### config.mk
export PLATFORM = sky130hd
export DESIGN_NAME = rmq_div_stage
export DESIGN_NICKNAME = d
export VERILOG_FILES = /design/src/hw/rtl/rmq_pkg.sv /design/src/hw/rtl/rmq_div_stage.sv
export SDC_FILE = /design/constraint.sdc
export NUM_CORES = 1
export LEC_CHECK = 0
export BUFFER_PORTS_ARGS = -buffer_cell sky130_fd_sc_hd__buf_2
export CORE_AREA = 2 2 226 228
export DETAILED_ROUTE_END_ITERATION = 10
export DIE_AREA = 0 0 228 230
export PLACE_DENSITY = 0.52
export SLEW_MARGIN = 20
export SYNTH_ARGS = -nofsm -noshare
export SYNTH_HDL_FRONTEND = slang
export SYNTH_SLANG_ARGS = --single-unit
export TNS_END_PERCENT = 30
### constraint.sdc
create_clock -name i_clk -period 9.8 [get_ports i_clk]
set_clock_uncertainty 0.15 [all_clocks]
set_input_delay 0.49 -clock i_clk [delete_from_list [all_inputs] [get_ports i_clk]]
set_output_delay 0.49 -clock i_clk [all_outputs]
set_load 0.005 [all_outputs]
### src/hw/rtl/rmq_pkg.sv
`timescale 1ns / 1ps
package rmq_pkg;

    localparam int DataW = 16;
    localparam int RadW  = 30;
    localparam int RootW = 15;
    localparam int RemW  = 18;
    localparam int NumW  = 29;
    localparam int SqrtSteps = RootW;
    localparam int DivSteps  = NumW;
    localparam int Lanes = 3;

    localparam logic signed [18:0] Q_ONE = 19'sd16384;

    localparam logic [1:0] BR_W = 2'd0;
    localparam logic [1:0] BR_X = 2'd1;
    localparam logic [1:0] BR_Y = 2'd2;
    localparam logic [1:0] BR_Z = 2'd3;

    typedef struct packed {
        logic signed [DataW-1:0] r00;
        logic signed [DataW-1:0] r10;
        logic signed [DataW-1:0] r20;
        logic signed [DataW-1:0] r01;
        logic signed [DataW-1:0] r11;
        logic signed [DataW-1:0] r21;
        logic signed [DataW-1:0] r02;
        logic signed [DataW-1:0] r12;
        logic signed [DataW-1:0] r22;
    } t_mat;

    typedef struct packed {
        logic signed [DataW-1:0] qw;
        logic signed [DataW-1:0] qx;
        logic signed [DataW-1:0] qy;
        logic signed [DataW-1:0] qz;
        logic                    degenerate;
    } t_quat;

    typedef struct packed {
        logic                         valid;
        logic [1:0]                   branch;
        logic [RadW-1:0]              rad;
        logic [RemW-1:0]              rem;
        logic [RootW-1:0]             root;
        logic [Lanes-1:0][NumW-1:0]   num;
        logic [Lanes-1:0]             neg;
        logic [Lanes-1:0]             zero;
        logic [Lanes-1:0][NumW-1:0]   quo;
        logic [Lanes-1:0][RootW-1:0]  drem;
    } t_pipe;

endpackage

### src/hw/rtl/rmq_div_stage.sv
`timescale 1ns / 1ps
module rmq_div_stage import rmq_pkg::*; (
    input  logic  i_clk,
    input  logic  i_rst_n,
    input  logic  i_en,
    input  t_pipe i_p,
    output t_pipe o_p
);
    t_pipe r_p;
    t_pipe n_p;
    logic [Lanes-1:0][RootW:0] sh;

    always_comb begin
        n_p = i_p;
        for (int k = 0; k < Lanes; k++) begin
            sh[k] = {i_p.drem[k], i_p.num[k][NumW-1]};
            n_p.num[k] = {i_p.num[k][NumW-2:0], 1'b0};
            if (sh[k] >= {1'b0, i_p.root}) begin
                n_p.drem[k] = RootW'(sh[k] - {1'b0, i_p.root});
                n_p.quo[k]  = {i_p.quo[k][NumW-2:0], 1'b1};
            end else begin
                n_p.drem[k] = sh[k][RootW-1:0];
                n_p.quo[k]  = {i_p.quo[k][NumW-2:0], 1'b0};
            end
        end
    end

    always_ff @(posedge i_clk) begin
        if (!i_rst_n) begin
            r_p.valid <= 1'b0;
        end else if (i_en) begin
            r_p <= n_p;
        end
    end

    assign o_p = r_p;
endmodule

Word level (Yosys, flattened, before mapping)
Cells that the tools add are included.
- flip-flop bits (word level): 288
- input port bits: 294
- logic and storage cells: 29
- $add $sub $neg: 3
- magnitude comparators: 3
- muxes and demuxes: 6
- reductions and logical operators: 1
- operator list (kind ; number):
    $ge 16x15->1 ; 3
    $mux 15 ; 3
    $sub 15x15->15 ; 3
    $mux 1 ; 3
    $reduce_and 2->1 ; 1

Longest topological paths before layout
- depth in word-level cells: 2
- mapped depth: 11

Worst setup path before layout
No wires, ideal clock.
- path type: input port to flip-flop
- start point: in i_en
- end point: reg r_p, in the netlist o_p[0], enable pin
- arrival: 6.967 ns
- slack: 2.000 ns
- stages: 1
- cells stage by stage: and2_1
- longest elaborated chain between the ends: 1
- ends and longest elaborated chain (element ; line ; RTL):
    start, declared ; rmq_div_stage.sv:5 ; input logic i_en,
    $reduce_and 2->1 (no line) ; -- ;
    end signal, assigned ; rmq_div_stage.sv:32 ; r_p <= n_p;
    end, declared ; rmq_div_stage.sv:9 ; t_pipe r_p;
No other way between the ends.
A chain may end at the register's enable or synchronous reset.

==> results.txt <==
Total die area: 0.05244 mm^2
Slew at the pin closest to its max-slew limit: 1.038 ns
Vias per Instance: 4.244
Max VDD drop: 0.00007862 V
Worst r2r src: o_p[290]$_SDFFE_PN0P_
Max cap viols: 0
DR vias: 9554
Cell area after synthesis: 0.01169 mm^2
Req. time, crit path: 9.93 ns
WS Path Type: input pin to register
Top cell family by delay on the critical path: compound AO/OA/AOI/OAI gates
Pre-CTS setup slack: 5.984 ns
Largest net degree at the start of global routing: 79
Pins Over Slew Limit: 0
Initial antenna violation count: 20
Die height: 230 um
Final hold viol count: 0
Post-synth ARST share: 0%
DRC viols: 0
WP buf/inv: 3
Hold path depth: 1
Final worst path period share: 38.94%
Post-DP HPWL: 34220 um
Pre-antenna DRT Iters: 4
Synth Flop Type: edfxtp_1
# rows: 82
Die Wd: 228 um
Sequential cell area: 0.008638 mm^2
Post-synthesis sequential area ratio: 73.88%
Most used cell, CP: o31a_1
Buffers on Ports: 578
Layout cell share with drive strength beyond 1: 43.30%
Worst Min Path Start: i_p[90]
Overall routing resource usage: 17.00%
WP data arrival: 3.95 ns
Seq cells post-synth: 288
Total grt overflow: 0
Gate Count Post-Synth: 707
First-pass GRT wire length: 65600 um
Instance count on the critical path: 10
Worst R2R Path Depth: 2
Core area: 0.04986 mm^2
Initial cell density of the core: 23.45%
Total negative slack: 0 ns
Drt initial violations: 515
Final Net Count: 1892
Fmax: 0.2621 GHz
CP max FO: 16
Status: finished, final reports clean
Most common cell after layout, fill and taps aside: buf_2
CTS clock-pin slew for the worst setup and hold paths: 0.06 ns
Yosys cell types: 62
Max clock buf depth: 3
Commonest cells after routing, fill and taps aside: buf_2 (578), edfxtp_1 (287), dlygate4sd3_1 (235), ha_1 (45)
# fillers: 4816
Crit. Startpoint: i_p[227]
Slowest CP cell: and2_1
Final setup margin: 5.984 ns
Post-route ant nets: 0
CP endpoint kind: register
Clk_lat worst skew: 0.54 ns
Hold Crit Class: input pin to register
Leak Pwr: 0.007961 uW
Minimum clock period: 3.816 ns
Post-synth EDFFs: 287
CTS Buf Count: 36
Yosys warns: 0
Area occupied by multi-input gates: 0.002851 mm^2
Clock root cell: clkbuf_16
Final setup fails: 0
Fin util: 37.94%
Final wirelength: 46290 um
CTS tree: built
Cell Chain, Critical Path: dlygate4sd3_1 > buf_2 > inv_1 > ha_1 > nor2b_4 > o31a_1 > o31a_1 > o31ai_2 > and2_1 > mux2_2
Number of global-route vias before repair: 9698
P&R area growth vs syn: 61.79%
CP peak stage delay: 0.72 ns
RSZ-0062 raised after global routing: no
CTS sink count: 288
Routability Congestion: 0.8582
Worst reg2reg setup slack: 9.03 ns
Mean routed wirelength per cell: 20.57 um
Largest register FFs: 288
Syn Area/Cell: 16.54 um^2
Worst setup SP type: input pin
PwrDens: 176.3 mW/mm^2
Post_cts resized: 0
I/O pin count: 585
Slew margin rel.: 30.82%
H-tree levels: 2
==> Yosys cell counts (5+ instances only) <==
library cell	n	area, um^2
o21ai_0	28	140.1
a211oi_1	8	60.06
nor2_1	33	123.9
a21o_1	18	135.1
ha_1	45	563.0
nor2b_1	6	37.54
o31a_1	7	61.31
nand2_1	28	105.1
xnor2_1	11	96.34
nand3_1	13	65.06
mux2i_1	6	60.06
nand4_1	5	31.28
edfxtp_1	287	8618
inv_1	31	116.4
nor3_1	7	35.03
a21oi_1	38	190.2
and2_1	5	31.28
buf_2	6	30.03
o21a_1	11	82.58
mux2_2	31	349.1
xor2_1	12	105.1
==> area by class of cell <==
cell class / instances / share of cell area (%)
Sequential cell: 288 / 45.66
Timing Repair Buffer: 817 / 27.89
Multi-Input combinational cell: 376 / 15.07
Clock buffer: 46 / 5.238
Tap cell: 672 / 4.445
Clock inverter: 17 / 1.025
Inverter: 31 / 0.6151
Antenna cell: 4 / 0.05291
==> worst paths after layout <==
check	end
setup / recovery	o_p[33]$_DFFE_PP_
hold / removal	o_p[91]$_DFFE_PP_
setup reg to reg	o_p[290]$_SDFFE_PN0P_
hold reg to reg	o_p[290]$_SDFFE_PN0P_
==> logic make-up after synthesis <==
group,share of synthesized area [%]
xor+xnor,1.723
flops,73.88
compound gates,7.919
simple gates,5.286
mux,4.013
fa+ha+maj,5.329
buf+inv,1.819
other cells,0.03207
==> per-layer routing <==
metal | wire length (um) | vias to the layer above | global-route usage [%]
li1 | - | 4439 | -
met4 | 1751 | 22 | 6.577
met3 | 3412 | 110 | 5.605
met2 | 23670 | 403 | 30.26
met5 | 149 | - | 0
met1 | 17310 | 4580 | 18.76
==> power breakdown <==
group / leakage [uW] / switching [uW] / internal (uW)
Clock: 0.000567 / 535 / 799
Combinational: 0.00469 / 255 / 259
Sequential: 0.00270 / 22.2 / 1470
Total: 0.00796 / 812 / 2520
==> stage by stage <==
step	power, uW	hold WS [ns]	area (um^2)	std cells
after floorplan	1739	0.3573	11700	709
after global placement	1946	0.3582	15370	1949
after detailed placement	1950	0.3847	15370	1949
after CTS	3390	0.04012	18910	2247
after global routing	3478	0.03780	18910	2250
final	3336	0.06367	18920	2251
==> timing repair <==
item,4_1_cts,5_1_grt
hold buffers,235,0
setup buffers,0,0
hold endpoints to repair,235,0
No activity file was read; power rests on OpenSTA's default activity.
