`src/hw/rtl/rmq_pkg.sv`:
```
`timescale 1ns / 1ps
package rmq_pkg;

    localparam int DataW = 16;
    localparam int RadW  = 30;
    localparam int RootW = 15;
    localparam int RemW  = 18;
    localparam int NumW  = 29;
    localparam int SqrtSteps = RootW;
    localparam int DivSteps  = NumW;
    localparam int Lanes = 3;

    localparam logic signed [18:0] Q_ONE = 19'sd16384;

    localparam logic [1:0] BR_W = 2'd0;
    localparam logic [1:0] BR_X = 2'd1;
    localparam logic [1:0] BR_Y = 2'd2;
    localparam logic [1:0] BR_Z = 2'd3;

    typedef struct packed {
        logic signed [DataW-1:0] r00;
        logic signed [DataW-1:0] r10;
        logic signed [DataW-1:0] r20;
        logic signed [DataW-1:0] r01;
        logic signed [DataW-1:0] r11;
        logic signed [DataW-1:0] r21;
        logic signed [DataW-1:0] r02;
        logic signed [DataW-1:0] r12;
        logic signed [DataW-1:0] r22;
    } t_mat;

    typedef struct packed {
        logic signed [DataW-1:0] qw;
        logic signed [DataW-1:0] qx;
        logic signed [DataW-1:0] qy;
        logic signed [DataW-1:0] qz;
        logic                    degenerate;
    } t_quat;

    typedef struct packed {
        logic                         valid;
        logic [1:0]                   branch;
        logic [RadW-1:0]              rad;
        logic [RemW-1:0]              rem;
        logic [RootW-1:0]             root;
        logic [Lanes-1:0][NumW-1:0]   num;
        logic [Lanes-1:0]             neg;
        logic [Lanes-1:0]             zero;
        logic [Lanes-1:0][NumW-1:0]   quo;
        logic [Lanes-1:0][RootW-1:0]  drem;
    } t_pipe;

endpackage

```
`src/hw/rtl/rmq_sqrt_stage.sv`:
```
`timescale 1ns / 1ps
module rmq_sqrt_stage import rmq_pkg::*; (
    input  logic  i_clk,
    input  logic  i_rst_n,
    input  logic  i_en,
    input  t_pipe i_p,
    output t_pipe o_p
);
    t_pipe           r_p;
    t_pipe           n_p;
    logic [RemW-1:0] sh;
    logic [RemW-1:0] trial;

    always_comb begin
        n_p   = i_p;
        sh    = {i_p.rem[RemW-3:0], i_p.rad[RadW-1:RadW-2]};
        trial = {1'b0, i_p.root, 2'b01};
        n_p.rad = {i_p.rad[RadW-3:0], 2'b00};
        if (sh >= trial) begin
            n_p.rem  = sh - trial;
            n_p.root = {i_p.root[RootW-2:0], 1'b1};
        end else begin
            n_p.rem  = sh;
            n_p.root = {i_p.root[RootW-2:0], 1'b0};
        end
    end

    always_ff @(posedge i_clk) begin
        if (!i_rst_n) begin
            r_p.valid <= 1'b0;
        end else if (i_en) begin
            r_p <= n_p;
        end
    end

    assign o_p = r_p;
endmodule

```
`config.mk`:
```
export PLATFORM = sky130hd
export DESIGN_NAME = rmq_sqrt_stage
export DESIGN_NICKNAME = d
export VERILOG_FILES = /design/src/hw/rtl/rmq_pkg.sv /design/src/hw/rtl/rmq_sqrt_stage.sv
export SDC_FILE = /design/constraint.sdc
export NUM_CORES = 1
export LEC_CHECK = 0
export BUFFER_PORTS_ARGS = -buffer_cell sky130_fd_sc_hd__buf_2
export CAP_MARGIN = 30
export CORE_AREA = 3 3 225 227
export DETAILED_ROUTE_END_ITERATION = 8
export DIE_AREA = 0 0 228 230
export PLACE_DENSITY_LB_ADDON = 0.2
export SLEW_MARGIN = 20
export SYNTH_ARGS = -nofsm -noshare
export SYNTH_HDL_FRONTEND = slang
export SYNTH_SLANG_ARGS = --single-unit
```
`constraint.sdc`:
```
create_clock -name i_clk -period 16.8 [get_ports i_clk]
set_input_delay 5.04 -clock i_clk [delete_from_list [all_inputs] [get_ports i_clk]]
set_output_delay 5.04 -clock i_clk [all_outputs]
set_load 0.1 [all_outputs]
```
* Yosys cells after proc, flatten, opt, wreduce, memory -nomap -nowiden
Cells that the tools add are included.
** Storage, ports and cells
- Output and inout bits :: 291
- Logic and storage cells :: 20
- Bits of input ports :: 294
- Bits in registers :: 289
** Operators by class
- Add/sub/neg operators :: 1
- Reduce and logical (&&, ||, !) cells :: 1
- Muxes and demuxes :: 1
- Magnitude comparators :: 1
** Operator list (number)
- two-way mux 33 bit :: 1
- greater-or-equal comparator 18 x 17 -> 1 bit :: 1
- subtractor 18 x 17 -> 18 bit :: 1
- AND reduction 2 bit :: 1

* Depth between registers and ports, before layout
- Depth in word-level cells :: 2
- Gate-level depth with buffers :: 11
- Mapped depth without buffers :: 9

* Least setup slack after synthesis
Ideal clock, no wire load.
- Path kind :: input port to flip-flop
- From :: in i_en
- To :: reg r_p, in the netlist o_p[0], enable pin
- Path slack :: 4576 ps
- Stages :: 1
- Path buffers :: 0
- Setup time :: 685 ps
- Arrival time :: 11539 ps
- Data required time :: 16115 ps
- Path through :: and2_1
** Between the ends
- Cells in the longest elaborated chain, start to end :: 1
** Ends and longest elaborated chain
- start: declaration :: RTL line rmq_sqrt_stage.sv:5 : input logic i_en,
- AND reduction 2 bit (no source line)
- end signal: assignment :: RTL line rmq_sqrt_stage.sv:32 : r_p <= n_p;
- end: declaration :: RTL line rmq_sqrt_stage.sv:9 : t_pipe r_p;
No other way between the ends.
A chain may end at the register's enable or synchronous reset.

* Final worst setup path
- From :: in i_rst_n
- To :: reg r_p, in the netlist o_p[222], enable pin
** Between the ends
- Cells in the longest elaborated chain, start to end :: 1
** Ends and longest elaborated chain
- start: declaration :: RTL line rmq_sqrt_stage.sv:4 : input logic i_rst_n,
- AND reduction 2 bit (no source line)
No other way between the ends.

==> reports/metrics.yaml <==
grt_pass1_vias: 6871
grtUsageTotal_pct: 11.8
synth_top_area_share_pct: 86.6
synthesis.instances: 467
antenna_cells: 0
fin_skew_ps: 0
maxCapViolations: 0
holdPathStages: 2
p_switching_mw: 0.739
drive_above_1_share_pct: 59.8
reg2reg_from: "o_p[290]"
synthArstFlopShare_pct: 0
start_util_pct: 20.5
cts_buffers: 36
outcome: "completed"
peakVddDrop_uv: 67.6
yosysWarnings: 0
synth_ff_type: "edfxtp_1"
drc: 0
grt_setup_unrepaired: "false"
drt_first_iter_violations: 348
ys_ff_latch: 289
reg2reg_depth: 2
pre_cts_slack_ps: 8790
htreeDepth: 2
powerDensity_mw_per_mm2: 144
worstHoldStart: "o_p[290]"
dr.pass1.iters: 4
wirelength_um: 32900
worst_pin_slew_ps: 919
ys_types: 50
cts-resized-gates: 0
cts_setup_buffers: 0
avgRoutedWirePerCell_um: 18.6
reg2reg_setup_slack_ps: 16190
ant_nets: 0
cts_buffer_depth: 3
seqPwrFrac_pct: 40.0
syn_area_sq_mm: 0.00999
setup_viol: 0
worstPathMaxFanout: 69
cts_hold_buf: 0
worstPathRequired_ps: 16990
cts_tree: "done"
min_to: "o_p[290]"
hpwlAfterDp_um: 25800
rows: 81
clk_pin_slew_ps: 60
p_leak_nw: 6.25
synthTopCellsByArea: "edfxtp_1 (87%), ha_1 (2.1%), mux2_4 (1.4%)"
viasPerCell: 3.78
combPwrFrac_pct: 23.7
worstSkewPairLatency_ps: 520
io_buffers: 580
period_needed_ps: 7240
clock.fmax_mhz: 138
nNetsFinal: 1396
start_kind: "input port"
netlist.top_cell.by_area: "edfxtp_1"
grt_pass1_wl_um: 45900
cp-end-kind: "register"
setup_tns_ps: 0
grt_max_degree: 75
max_slew_margin_pct: 38.8
antenna_found_initial: 3
cts.sinks: 289
dieArea_sq_mm: 0.0524
crit_arrival_ps: 7420
grt.overflow.total: 0
design.core.area_sq_mm: 0.0488
yosysMostFrequentCell: "edfxtp_1"
syn_to_final_growth_pct: 49.8
synth_common_cells: "edfxtp_1 (288), inv_1 (20), ha_1 (17), a21oi_1 (14), o21ai_0 (11)"
synth-edff-count: 288
hold_violations: 0
holdWs_ps: 536
r2r_end: "o_p[290]"
vias: 6704
maxSlewViolCount: 0
fin_ws_ps: 9560
switching_share_pct: 34.2
path_class: "in -> reg"
fillers: 4983
p_int_mw: 1.42
min_path_type: "reg -> reg"
finalWeightedCongestion: 0.788
power.share.clock_pct: 36.4
pin_count: 585
largest_reg_flops: 289
synth_area_per_cell_sq_um: 21.4
post-route-period-util_pct: 43.1
cts_root_buf: "clkbuf_16"
yosysSeqAreaShare_pct: 86.8
die_y_um: 230
die_x_um: 228
[placed cells by master (no fill, tap or decap), types with 5 or more instances in the layout]
cell	instances
nor3_1	5
mux2_4	9
mux2_2	5
bufinv_16	6
clkinv_1	7
inv_1	20
xor2_1	5
clkbuf_16	36
ha_1	17
nor2_1	9
nand2_1	10
clkbuf_1	5
a211oi_1	5
xnor2_1	7
o21ai_0	11
edfxtp_1	288
o21a_1	6
buf_2	580
a21oi_1	14
[metal layers]
| metal | vias up | wire (um) | track usage, % |
|---|---|---|---|
| met2 | 290 | 17500 | 21.5 |
| met3 | 45 | 2790 | 4.60 |
| li1 | 3081 | - | - |
| met5 | - | 25 | 0 |
| met4 | 4 | 608 | 3.12 |
| met1 | 3284 | 12000 | 12.7 |
[cell families after synthesis]
| family | after synthesis | synth area share, % |
|---|---|---|
| simple gates | 47 | 2.47 |
| other cells | 1 | 0.0375 |
| xor+xnor | 12 | 1.05 |
| mux | 16 | 2.12 |
| flops | 289 | 86.8 |
| compound gates | 57 | 3.89 |
| buf+inv | 28 | 1.54 |
| fa+ha+maj | 17 | 2.13 |
[worst max-delay path, stage by stage]
cell    delay (ps)
buf_2          100
and2_4         350
buf_16         320
buf_4          740
buf_4          400
buf_16         310
[worst max path at each step]
stage / start / end / slack (ps) / cells after the start
floorplan: i_en / o_p[0] / 4580 / 1
global placement: i_en / o_p[206] / 8620 / 4
detailed placement: i_rst_n / o_p[206] / 8790 / 5
CTS: i_rst_n / o_p[134] / 9360 / 5
global route: i_rst_n / o_p[134] / 9410 / 6
finish: i_rst_n / o_p[222] / 9560 / 6
[per-stage QoR]
stage	area (sq um)	instances	power (mW)	util [%]
floorplan	9990	468	1.30	-
global placement	13700	1708	1.39	28.0
detailed placement	13700	1709	1.39	28.1
CTS	14900	1773	2.20	30.5
global route	15000	1775	2.24	30.6
finish	15000	1775	2.16	30.6
[area by class of cell]
cell class              instances  area, sq um  share of cell area [%]
flip-flops and latches        289         8670                    57.9
repair buffers                586         3010                    20.1
multi-input cells             151         1170                    7.85
clock buffers                  41          920                    6.14
well taps                     664          831                    5.55
clock inverters                23          284                    1.90
inverters                      21         83.8                   0.560
[power by group through the flow]
stage | registers, mW | clock network [mW] | logic (mW)
6_report | 0.863 | 0.785 | 0.511
5_1_grt | 0.867 | 0.847 | 0.527
4_1_cts | 0.864 | 0.820 | 0.514
3_5_place_dp | 0.879 | 0 | 0.514
3_3_place_gp | 0.878 | 0 | 0.512
2_1_floorplan | 1.24 | 0 | 0.0564
Note: power is estimated with default switching activity, not from simulation.
